==> src/rtl/core/cbms_pkg.sv <==
// ----------------------------------------------------------------------------
// cbms_pkg
// Field widths, register indexes and reset values for the Bezier motion core.
// ----------------------------------------------------------------------------
package cbms_pkg;

  localparam int COORD_W     = 32;
  localparam int FT_W        = 20;
  localparam int DUR_W       = 32;
  localparam int CFG_W       = 64;
  localparam int CFG_IDX_W   = 3;
  localparam int IN_TDATA_W  = 24;
  localparam int OUT_TDATA_W = 128;

  typedef logic [COORD_W-1:0] coord_t;
  typedef logic [DUR_W-1:0]   dur_t;
  typedef logic [CFG_W-1:0]   cfg_word_t;

  // Register indexes on the write port.
  localparam logic [CFG_IDX_W-1:0] REG_START    = 3'd0;
  localparam logic [CFG_IDX_W-1:0] REG_CTL1     = 3'd1;
  localparam logic [CFG_IDX_W-1:0] REG_CTL2     = 3'd2;
  localparam logic [CFG_IDX_W-1:0] REG_END      = 3'd3;
  localparam logic [CFG_IDX_W-1:0] REG_DURATION = 3'd4;

  // One second in unsigned Q16.16.
  localparam dur_t DUR_RESET = 32'd65536;

endpackage

==> src/rtl/core/cubic_bezier_motion_step_core.sv <==
// ----------------------------------------------------------------------------
// cubic_bezier_motion_step_core
// Moves a point along a cubic Bezier path, one frame tick per input item.
//
// A tick that stays on the path goes from acceptance through a restoring
// divider that forms t one quotient bit per cycle and through six passes of a
// two-lane shift-add multiplier that consumes one multiplier bit per cycle
// (t*t and u*u, the two middle weights, the end weight, then the three control
// terms with x and y side by side) before its result is offered. A tick past
// the end of the move skips the divider and the multiplier, and a stop item
// starts no work. The core works on one item at a time and takes the next one
// as soon as it is back in idle, even while the previous result still sits in
// the output register. Any write to a defined register restarts the move at
// the start position.
// ----------------------------------------------------------------------------
module cubic_bezier_motion_step_core #(
  parameter int FRACTION_BITS = 16
) (
  input  logic                                clk,
  input  logic                                rst_n,
  input  logic                                in_tvalid,
  output logic                                in_tready,
  // [19:0] frame_time, [23:20] zero
  input  logic [cbms_pkg::IN_TDATA_W-1:0]     in_tdata,
  // [0] action
  input  logic                                in_tuser,
  output logic                                out_tvalid,
  input  logic                                out_tready,
  // [31:0] position_x, [63:32] position_y, [95:64] velocity_x,
  // [127:96] velocity_y
  output logic [cbms_pkg::OUT_TDATA_W-1:0]    out_tdata,
  // [0] reached
  output logic                                out_tuser,
  input  logic                                cfg_we,
  input  logic [cbms_pkg::CFG_IDX_W-1:0]      cfg_index,
  input  logic [cbms_pkg::CFG_W-1:0]          cfg_data
);
  import cbms_pkg::*;

  localparam int F   = FRACTION_BITS;
  localparam int N   = F + 1;
  localparam int CW  = $clog2(N);
  localparam int MCW = (F + 3 > COORD_W) ? F + 3 : COORD_W;
  localparam int ACW = MCW + N + 1;

  localparam logic [N-1:0]   ONE  = {1'b1, {F{1'b0}}};
  localparam logic [ACW-1:0] HALF = {{(ACW-1){1'b0}}, 1'b1} << (F - 1);
  localparam logic [CW-1:0]  LAST = CW'(N - 1);

  localparam logic [2:0] S_IDLE  = 3'd0;
  localparam logic [2:0] S_CHECK = 3'd1;
  localparam logic [2:0] S_DIV   = 3'd2;
  localparam logic [2:0] S_LOAD  = 3'd3;
  localparam logic [2:0] S_MUL   = 3'd4;
  localparam logic [2:0] S_OFFS  = 3'd5;
  localparam logic [2:0] S_FIN   = 3'd6;

  localparam logic [2:0] P_SQ  = 3'd0;
  localparam logic [2:0] P_W12 = 3'd1;
  localparam logic [2:0] P_W3  = 3'd2;
  localparam logic [2:0] P_CB  = 3'd3;
  localparam logic [2:0] P_CC  = 3'd4;
  localparam logic [2:0] P_CD  = 3'd5;

  // Control state
  logic [2:0]    state_r, state_nxt;
  logic [2:0]    pass_r, pass_nxt;
  logic [CW-1:0] cnt_r, cnt_nxt;
  logic          halted_r, halted_nxt;
  dur_t          elapsed_r, elapsed_nxt;
  coord_t        cur_x_r, cur_x_nxt;
  coord_t        cur_y_r, cur_y_nxt;
  cfg_word_t     start_r, start_nxt;
  cfg_word_t     ctl1_r, ctl1_nxt;
  cfg_word_t     ctl2_r, ctl2_nxt;
  cfg_word_t     end_r, end_nxt;
  dur_t          dur_r, dur_nxt;
  logic          out_tvalid_r, out_tvalid_nxt;

  // Datapath
  logic [DUR_W:0]           rem_r, rem_nxt;
  logic [N-1:0]             t_r, t_nxt;
  logic [N-1:0]             u_r, u_nxt;
  logic [N-1:0]             tt_r, tt_nxt;
  logic [N-1:0]             w1_r, w1_nxt;
  logic [N-1:0]             w2_r, w2_nxt;
  logic [N-1:0]             w3_r, w3_nxt;
  logic [ACW-1:0]           acc_r [2];
  logic [ACW-1:0]           acc_nxt [2];
  logic [ACW-1:0]           mc_r [2];
  logic [ACW-1:0]           mc_nxt [2];
  logic [N-1:0]             mlt_r [2];
  logic [N-1:0]             mlt_nxt [2];
  coord_t                   new_x_r, new_x_nxt;
  coord_t                   new_y_r, new_y_nxt;
  logic                     reach_r, reach_nxt;
  logic [OUT_TDATA_W-1:0]   out_data_r, out_data_nxt;
  logic                     out_user_r, out_user_nxt;

  // Combinational helpers
  logic           in_acc;
  logic [DUR_W:0] elapsed_sum;
  dur_t           elapsed_sat;
  dur_t           dur_eff;
  logic [DUR_W+1:0] trial;
  logic           qbit;
  logic [DUR_W:0] rem_sel;
  logic [N-1:0]   u_val;
  logic [N-1:0]   sq_a;
  logic [N-1:0]   sq_b;
  logic [ACW-1:0] tt_ext;
  logic [ACW-1:0] uu_ext;
  logic [ACW-1:0] tt3;
  logic [ACW-1:0] uu3;
  logic           restart;

  assign in_tready  = (state_r == S_IDLE);
  assign in_acc     = in_tvalid && in_tready;
  assign out_tvalid = out_tvalid_r;
  assign out_tdata  = out_data_r;
  assign out_tuser  = out_user_r;

  assign elapsed_sum = {1'b0, elapsed_r} + (DUR_W + 1)'(in_tdata[FT_W-1:0]);
  assign elapsed_sat = elapsed_sum[DUR_W] ? {DUR_W{1'b1}} : elapsed_sum[DUR_W-1:0];
  // A zero duration behaves like the smallest nonzero one.
  assign dur_eff     = (dur_r == '0) ? DUR_W'(1) : dur_r;

  // Restoring division step: one quotient bit of t per cycle.
  assign trial   = {1'b0, rem_r} - {2'b00, dur_eff};
  assign qbit    = !trial[DUR_W+1];
  assign rem_sel = qbit ? trial[DUR_W:0] : rem_r;

  assign u_val  = ONE - t_r;
  assign sq_a   = acc_r[0][F +: N];
  assign sq_b   = acc_r[1][F +: N];
  assign tt_ext = {{(ACW-N){1'b0}}, sq_a};
  assign uu_ext = {{(ACW-N){1'b0}}, sq_b};
  assign tt3    = (tt_ext << 1) + tt_ext;
  assign uu3    = (uu_ext << 1) + uu_ext;

  assign restart = cfg_we && (cfg_index <= REG_DURATION);

  always_comb begin
    state_nxt      = state_r;
    pass_nxt       = pass_r;
    cnt_nxt        = cnt_r;
    halted_nxt     = halted_r;
    elapsed_nxt    = elapsed_r;
    cur_x_nxt      = cur_x_r;
    cur_y_nxt      = cur_y_r;
    start_nxt      = start_r;
    ctl1_nxt       = ctl1_r;
    ctl2_nxt       = ctl2_r;
    end_nxt        = end_r;
    dur_nxt        = dur_r;
    out_tvalid_nxt = out_tvalid_r;
    rem_nxt        = rem_r;
    t_nxt          = t_r;
    u_nxt          = u_r;
    tt_nxt         = tt_r;
    w1_nxt         = w1_r;
    w2_nxt         = w2_r;
    w3_nxt         = w3_r;
    acc_nxt        = acc_r;
    mc_nxt         = mc_r;
    mlt_nxt        = mlt_r;
    new_x_nxt      = new_x_r;
    new_y_nxt      = new_y_r;
    reach_nxt      = reach_r;
    out_data_nxt   = out_data_r;
    out_user_nxt   = out_user_r;

    if (out_tvalid_r && out_tready) begin
      out_tvalid_nxt = 1'b0;
    end

    case (state_r)
      S_IDLE: begin
        if (in_acc && !halted_r) begin
          if (in_tuser) begin
            halted_nxt = 1'b1;
          end else begin
            elapsed_nxt = elapsed_sat;
            state_nxt   = S_CHECK;
          end
        end
      end
      S_CHECK: begin
        if (elapsed_r > dur_eff) begin
          // Past the end: hold the position, so the velocity comes out zero.
          new_x_nxt = cur_x_r;
          new_y_nxt = cur_y_r;
          reach_nxt = 1'b1;
          state_nxt = S_FIN;
        end else begin
          rem_nxt   = {1'b0, elapsed_r};
          cnt_nxt   = '0;
          reach_nxt = 1'b0;
          state_nxt = S_DIV;
        end
      end
      S_DIV: begin
        t_nxt   = {t_r[N-2:0], qbit};
        rem_nxt = {rem_sel[DUR_W-1:0], 1'b0};
        cnt_nxt = cnt_r + CW'(1);
        if (cnt_r == LAST) begin
          pass_nxt  = P_SQ;
          state_nxt = S_LOAD;
        end
      end
      S_LOAD: begin
        cnt_nxt   = '0;
        state_nxt = S_MUL;
        case (pass_r)
          P_SQ: begin
            u_nxt      = u_val;
            mlt_nxt[0] = t_r;
            mc_nxt[0]  = {{(ACW-N){1'b0}}, t_r};
            mlt_nxt[1] = u_val;
            mc_nxt[1]  = {{(ACW-N){1'b0}}, u_val};
            acc_nxt[0] = HALF;
            acc_nxt[1] = HALF;
          end
          P_W12: begin
            tt_nxt     = sq_a;
            mlt_nxt[0] = t_r;
            mc_nxt[0]  = uu3;
            mlt_nxt[1] = u_r;
            mc_nxt[1]  = tt3;
            acc_nxt[0] = HALF;
            acc_nxt[1] = HALF;
          end
          P_W3: begin
            w1_nxt     = sq_a;
            w2_nxt     = sq_b;
            mlt_nxt[0] = t_r;
            mc_nxt[0]  = {{(ACW-N){1'b0}}, tt_r};
            mlt_nxt[1] = '0;
            mc_nxt[1]  = '0;
            acc_nxt[0] = HALF;
          end
          P_CB: begin
            // The rounding constant seeds the sum of the three control terms.
            w3_nxt     = sq_a;
            mlt_nxt[0] = w1_r;
            mlt_nxt[1] = w1_r;
            mc_nxt[0]  = {{(ACW-COORD_W){ctl1_r[31]}}, ctl1_r[31:0]};
            mc_nxt[1]  = {{(ACW-COORD_W){ctl1_r[63]}}, ctl1_r[63:32]};
            acc_nxt[0] = HALF;
            acc_nxt[1] = HALF;
          end
          P_CC: begin
            mlt_nxt[0] = w2_r;
            mlt_nxt[1] = w2_r;
            mc_nxt[0]  = {{(ACW-COORD_W){ctl2_r[31]}}, ctl2_r[31:0]};
            mc_nxt[1]  = {{(ACW-COORD_W){ctl2_r[63]}}, ctl2_r[63:32]};
          end
          P_CD: begin
            mlt_nxt[0] = w3_r;
            mlt_nxt[1] = w3_r;
            mc_nxt[0]  = {{(ACW-COORD_W){end_r[31]}}, end_r[31:0]};
            mc_nxt[1]  = {{(ACW-COORD_W){end_r[63]}}, end_r[63:32]};
          end
          default: begin
            state_nxt = S_IDLE;
          end
        endcase
      end
      S_MUL: begin
        for (int l = 0; l < 2; l++) begin
          acc_nxt[l] = acc_r[l] + (mlt_r[l][0] ? mc_r[l] : '0);
          mc_nxt[l]  = mc_r[l] << 1;
          mlt_nxt[l] = mlt_r[l] >> 1;
        end
        cnt_nxt = cnt_r + CW'(1);
        if (cnt_r == LAST) begin
          if (pass_r == P_CD) begin
            state_nxt = S_OFFS;
          end else begin
            pass_nxt  = pass_r + 3'd1;
            state_nxt = S_LOAD;
          end
        end
      end
      S_OFFS: begin
        // Arithmetic shift by F of the rounded sum, then add the start point.
        new_x_nxt = start_r[31:0] + acc_r[0][F +: COORD_W];
        new_y_nxt = start_r[63:32] + acc_r[1][F +: COORD_W];
        state_nxt = S_FIN;
      end
      S_FIN: begin
        if (!out_tvalid_r || out_tready) begin
          out_data_nxt   = {new_y_r - cur_y_r, new_x_r - cur_x_r, new_y_r, new_x_r};
          out_user_nxt   = reach_r;
          out_tvalid_nxt = 1'b1;
          cur_x_nxt      = new_x_r;
          cur_y_nxt      = new_y_r;
          state_nxt      = S_IDLE;
        end
      end
      default: begin
        state_nxt = S_IDLE;
      end
    endcase

    if (restart) begin
      case (cfg_index)
        REG_START:    start_nxt = cfg_data;
        REG_CTL1:     ctl1_nxt  = cfg_data;
        REG_CTL2:     ctl2_nxt  = cfg_data;
        REG_END:      end_nxt   = cfg_data;
        REG_DURATION: dur_nxt   = cfg_data[DUR_W-1:0];
        default:      ;
      endcase
      elapsed_nxt = '0;
      halted_nxt  = 1'b0;
      cur_x_nxt   = start_nxt[31:0];
      cur_y_nxt   = start_nxt[63:32];
    end
  end

  always_ff @(posedge clk) begin
    if (!rst_n) begin
      state_r      <= S_IDLE;
      pass_r       <= P_SQ;
      cnt_r        <= '0;
      halted_r     <= 1'b0;
      elapsed_r    <= '0;
      cur_x_r      <= '0;
      cur_y_r      <= '0;
      start_r      <= '0;
      ctl1_r       <= '0;
      ctl2_r       <= '0;
      end_r        <= '0;
      dur_r        <= DUR_RESET;
      out_tvalid_r <= 1'b0;
    end else begin
      state_r      <= state_nxt;
      pass_r       <= pass_nxt;
      cnt_r        <= cnt_nxt;
      halted_r     <= halted_nxt;
      elapsed_r    <= elapsed_nxt;
      cur_x_r      <= cur_x_nxt;
      cur_y_r      <= cur_y_nxt;
      start_r      <= start_nxt;
      ctl1_r       <= ctl1_nxt;
      ctl2_r       <= ctl2_nxt;
      end_r        <= end_nxt;
      dur_r        <= dur_nxt;
      out_tvalid_r <= out_tvalid_nxt;
    end
  end

  always_ff @(posedge clk) begin
    rem_r      <= rem_nxt;
    t_r        <= t_nxt;
    u_r        <= u_nxt;
    tt_r       <= tt_nxt;
    w1_r       <= w1_nxt;
    w2_r       <= w2_nxt;
    w3_r       <= w3_nxt;
    acc_r      <= acc_nxt;
    mc_r       <= mc_nxt;
    mlt_r      <= mlt_nxt;
    new_x_r    <= new_x_nxt;
    new_y_r    <= new_y_nxt;
    reach_r    <= reach_nxt;
    out_data_r <= out_data_nxt;
    out_user_r <= out_user_nxt;
  end

  // A result past the end of the move never carries a velocity.
  a_reached_still: assert property (@(posedge clk) disable iff (!rst_n)
    (out_tvalid && out_tuser) |-> (out_tdata[127:64] == '0))
    else $error("reached result with nonzero velocity");

  // The divider remainder stays below twice the duration.
  a_div_rem: assert property (@(posedge clk) disable iff (!rst_n)
    (state_r == S_DIV) |-> (rem_r < {dur_eff, 1'b0}))
    else $error("divider remainder out of range");

  // The curve parameter never exceeds one.
  a_t_range: assert property (@(posedge clk) disable iff (!rst_n)
    (state_r == S_LOAD && pass_r == P_SQ) |-> (t_r <= ONE))
    else $error("curve parameter above one");

  // Stop items and items taken while halted start no work.
  a_no_work: assert property (@(posedge clk) disable iff (!rst_n)
    (in_tvalid && in_tready && (in_tuser || halted_r)) |=> (state_r == S_IDLE))
    else $error("stop or halted item started a computation");

endmodule

==> config.mk <==
export PLATFORM = sky130hd
export DESIGN_NAME = cubic_bezier_motion_step_core
export DESIGN_NICKNAME = d
export VERILOG_FILES = /design/src/rtl/core/cbms_pkg.sv /design/src/rtl/core/cubic_bezier_motion_step_core.sv
export SDC_FILE = /design/constraint.sdc
export NUM_CORES = 2
export LEC_CHECK = 0
export BUFFER_PORTS_ARGS = -buffer_cell sky130_fd_sc_hd__buf_2
export CORE_UTILIZATION = 35
export CTS_CLUSTER_DIAMETER = 100
export CTS_CLUSTER_SIZE = 10
export DETAILED_ROUTE_END_ITERATION = 6
export PLACE_DENSITY = 0.49
export SLEW_MARGIN = 5
export SYNTH_ARGS = -nofsm -noshare
export SYNTH_HDL_FRONTEND = slang
export SYNTH_SLANG_ARGS = --single-unit
==> constraint.sdc <==
create_clock -name clk -period 10.97 [get_ports clk]
set_input_delay 1.6455 -clock clk [delete_from_list [all_inputs] [get_ports clk]]
set_output_delay 1.6455 -clock clk [all_outputs]
set_load 0.03 [all_outputs]
Word level (Yosys, flattened, before mapping). Cells that the tools add are included. W data, S select, Z words.

Register bits after elaboration: 960. Input port bits: 97. Output and inout port bits: 131. Logic and storage cells: 163.

Add/sub/neg operators: 13. $lt $le $gt $ge: 2. Eq/ne operators: 27. Multiplexer cells: 44. Bitwise logic cells: 2. Reductions and logical operators: 44.

Operator list (number): $pmux W100 S6 (1); $pmux W100 S2 (2); $mux W32 (11); $pmux W34 S6 (1); $mux W50 (4); $pmux W32 S2 (2); $add A50 B50 Y50 (2); $pmux W34 S2 (1); $pmux W33 S2 (1); $add A32 B32 Y32 (2); $mux W64 (1); $sub A32 B32 Y32 (2); $add A18 B17 Y19 (2); $sub A33 B32 Y34 (1); $add A32 B20 Y33 (1); $mux W3 (11); $mux W33 (1); $gt A32 B32 Y1 (1); $logic_not A32 Y1 (1); $reduce_and A2 Y1 (16); $pmux W3 S7 (1); $eq A3 B2 Y1 const B (6); $eq A3 B3 Y1 const B (6); $ne A2 B2 Y1 const B (9); 26 further kinds (46).

Longest topological paths before layout.
Word-level depth: 5. Depth in mapped cells: 17.

Least setup slack after synthesis. No wires, ideal clock.

Path kind: input to register. Start point: in out_tready. End point: reg cur_x_r[1]. Library setup time: 0.118 ns. Arrival time: 6.455 ns. Data required time: 10.852 ns. Slack: 4.396 ns. Stages on the path: 6. Cells stage by stage: nand2b_1 > and3_1 > clkbuf_1 > clkbuf_1 > o21ai_0 > o211a_1.

Cells in the longest elaborated chain, start to end: 3.

Ends and longest elaborated chain: start, declared (line cubic_bezier_motion_step_core.sv:28) `input logic out_tready,`; $logic_or A1 B1 Y1 (line cubic_bezier_motion_step_core.sv:292) `if (!out_tvalid_r || out_tready) begin`; $reduce_bool A2 Y1 (no source line); $reduce_and A2 Y1 (no source line); end signal, assigned (line cubic_bezier_motion_step_core.sv:343) `cur_x_r <= cur_x_nxt;`; end, declared (line cubic_bezier_motion_step_core.sv:71) `coord_t cur_x_r, cur_x_nxt;`.

No other way between the ends. A chain may end at the register's enable or synchronous reset.

Worst setup path after layout.
Start point: reg mlt_r[17] in the netlist's numbering. End point: reg acc_r[96] in the netlist's numbering (data pin).

Cells in the longest elaborated chain, start to end: 3.

Ends and longest elaborated chain: start, declared (line cubic_bezier_motion_step_core.sv:92) `logic [N-1:0] mlt_r [2];`; start signal, assigned (line cubic_bezier_motion_step_core.sv:364) `mlt_r <= mlt_nxt;`; $mux W50 (line cubic_bezier_motion_step_core.sv:271) `acc_nxt[l] = acc_r[l] + (mlt_r[l][0] ? mc_r[l] : '0);`; $add A50 B50 Y50 (line cubic_bezier_motion_step_core.sv:271); $pmux W100 S2 (line cubic_bezier_motion_step_core.sv:177) `case (state_r)`; end signal, assigned (line cubic_bezier_motion_step_core.sv:362) `acc_r <= acc_nxt;`; end, declared (line cubic_bezier_motion_step_core.sv:88) `logic [ACW-1:0] acc_r [2];`.

No other way between the ends.

==> flow_summary.ini <==
[status]
outcome = complete, but fails checks
violations = design-rule violations

[clocking]
cts_tree = built
clockBufferDepth = 3
clkLatencyLatePin_ns = 0.73
cts_resized = 0
postCtsSetupBuffers = 0
cts_max_level = 3
cts-root-buf = clkbuf_16
cts-buffers-inserted = 105
cts_hold_buf = 0
clkSlewWorstSetupHoldPaths_ns = 0.06
clock-sinks = 952

[timing]
max_slew.worst_pin.slew_ns = 1.19
maxSlewViolCount = 0
slew-limit-headroom_pct = 20.8
fin_ws_ns = 6.32
fin_tns_setup_ns = 0
clock_skew_ns = 0.0397
finalHoldViolCount = 0
fmax_ghz = 0.215
finalSetupViolations = 0
finalCritPeriodShare_pct = 42.4
rsz0062_at_grt = no
post-route-min-period_ns = 4.65

[logic_synthesis]
synth_flop_cell = edfxtp_1
synth.net_count = 6248
synth_area_um2 = 54500
synth_edf_count = 555
synth-seq-cells = 952
yosys.area.top_type_share_pct = 30.6
yosysMostFrequentCell = nand2_1
synth_cells = 5797
ys_seq_area_share_pct = 45.2
avgSynthCellArea_um2 = 9.39
yosys_warnings = 0
netlist.top_cell.by_area = edfxtp_1
async_flop_share_pct = 0
synth_area_leaders = edfxtp_1 (31%), dfxtp_1 (15%), ha_1 (7.9%)
ys_types = 94
synthTopCellsByCount = nand2_1 (1,021), edfxtp_1 (555), dfxtp_1 (397)

[placement]
gp_congestion = 0.883
io_buffers = 223
dpl.hpwl_um = 118000
dpl_worst_slack_ns = 5.70
placed_cells = 7822

[setup_path]
crit_path_end_kind = flip-flop
crit_fanout = 46
cp.required_ns = 11.53
start_kind = flip-flop
cp.arrival_ns = 5.21
critical_path_class = flip-flop to flip-flop

[route]
via_count = 43113
drtIter0Drc = 3834
first_pass_iters = 7
drc = 106
wl_per_cell_um = 21.0
antenna_left = 0
viasPerCell = 5.37
routed_wl_um = 169000

[final_layout]
nets = 6336
final_layout_size_suffix_gt1_share_pct = 7.86
fin_cells = 8024
area_delta_synth_final_pct = 11.4
nFillCells = 15487

[die]
die-height_um = 396
core_um2 = 154000
io_pins = 228
die-area_um2 = 157000
start_util_pct = 35.3
rows = 144
die_w_um = 396

[global_routing]
antenna_found_initial = 24
grt_max_degree = 208
grt.overflow.total = 0
grt_pass1_wl_um = 255000
grt_pass1_vias = 40522
grtUsageTotal_pct = 20.9

[power]
power_uw = 8180
power.leakage_uw = 0.0230
ir_drop_uv = 121
power_density_nw_per_um2 = 135

[min_path]
hp-class = flip-flop to flip-flop

[flow_run]
drv_cap = 0
layout by cell type, fill, tap and decap left out, types with 24 or more instances in the layout:
master and instances:
a21o_1 180, nand4_1 39, a222oi_1 63, nor3_1 61, o21bai_1 40, nor2b_1 39, xor2_1 107, a21oi_1 348
ha_1 343, or2_2 24, a22oi_1 32, dfxtp_1 397, clkbuf_1 78, o21a_1 54, clkbuf_16 108, and2_1 108
and3_1 95, edfxtp_1 555, nand2_1 1017, mux2i_1 105, a21boi_0 302, inv_1 207, nand2b_1 37, o211ai_1 78
nor2_1 335, a211oi_1 24, o21ai_0 268, buf_4 50, xnor2_1 156, a31oi_1 78, buf_2 222, nand3_1 83
through the flow:
step / cell area (um^2) / hold WS (ns) / utilization [%]
finish: 60700 / 0.463 / 39.3
global route: 60700 / 0.486 / 39.3
CTS: 60600 / 0.466 / 39.3
detailed placement: 57600 / 0.458 / 37.3
global placement: 57600 / 0.451 / 37.3
floorplan: 54500 / 0.400 / -
flip-flops by register name (all words and copies together), names as in the netlist, 33 cells and up:
register,cells
acc_r,96
ctl1_r,64
ctl2_r,64
end_r,64
mc_r,96
mlt_r,34
out_tdata,128
rem_r,33
start_r,64
kinds of logic after synthesis:
group | share of synthesized area (%)
compound gates | 20.8
buf+inv | 3.52
mux | 2.05
flops | 45.2
fa+ha+maj | 8.27
xor+xnor | 4.23
simple gates | 15.9
per-layer routing:
layer	track usage [%]	vias up	share of wire, %
li1	-	21179	-
met1	31.9	20673	51
met3	3.24	172	6.1
met5	0	-	0.014
met4	5.51	4	1.9
met2	30.3	1085	41
worst paths after layout:
kind	start	to	depth (start not counted)	slack [ns]
setup / recovery	mlt_r[17]	acc_r[96]	13	6.32
hold / removal	ctl2_r[12]	ctl2_r[12]	2	0.46
setup reg to reg	mlt_r[17]	acc_r[96]	13	6.32
hold reg to reg	ctl2_r[12]	ctl2_r[12]	2	0.46
power breakdown:
part           internal [uW]  switching [uW]
Combinational            354             555
Clock                   1830            1510
Sequential              3870            68.1
critical path, cell delays in order, from the launching register on:
cell	delay [ns]
edfxtp_1	0.41
buf_4	0.39
and2_1	0.20
ha_1	0.26
nor2b_1	0.17
o31a_1	0.29
o311ai_1	0.36
a21oi_1	0.23
o21ai_0	0.56
a21oi_1	0.30
nor3_1	0.60
o21ai_1	0.22
a31oi_1	0.26
mux2i_1	0.20
final cells by class:
cell class	count	area, um^2	share of cell area (%)
multi-input combinational	4340	28000	46.2
sequential	952	24600	40.6
clock buffer	186	3000	4.94
tap	2044	2560	4.22
timing repair buffer	276	1560	2.57
inverter	210	788	1.30
clock inverter	5	77.6	0.128
antenna	11	27.5	0.0454
Power figures use the tool's default switching activity.
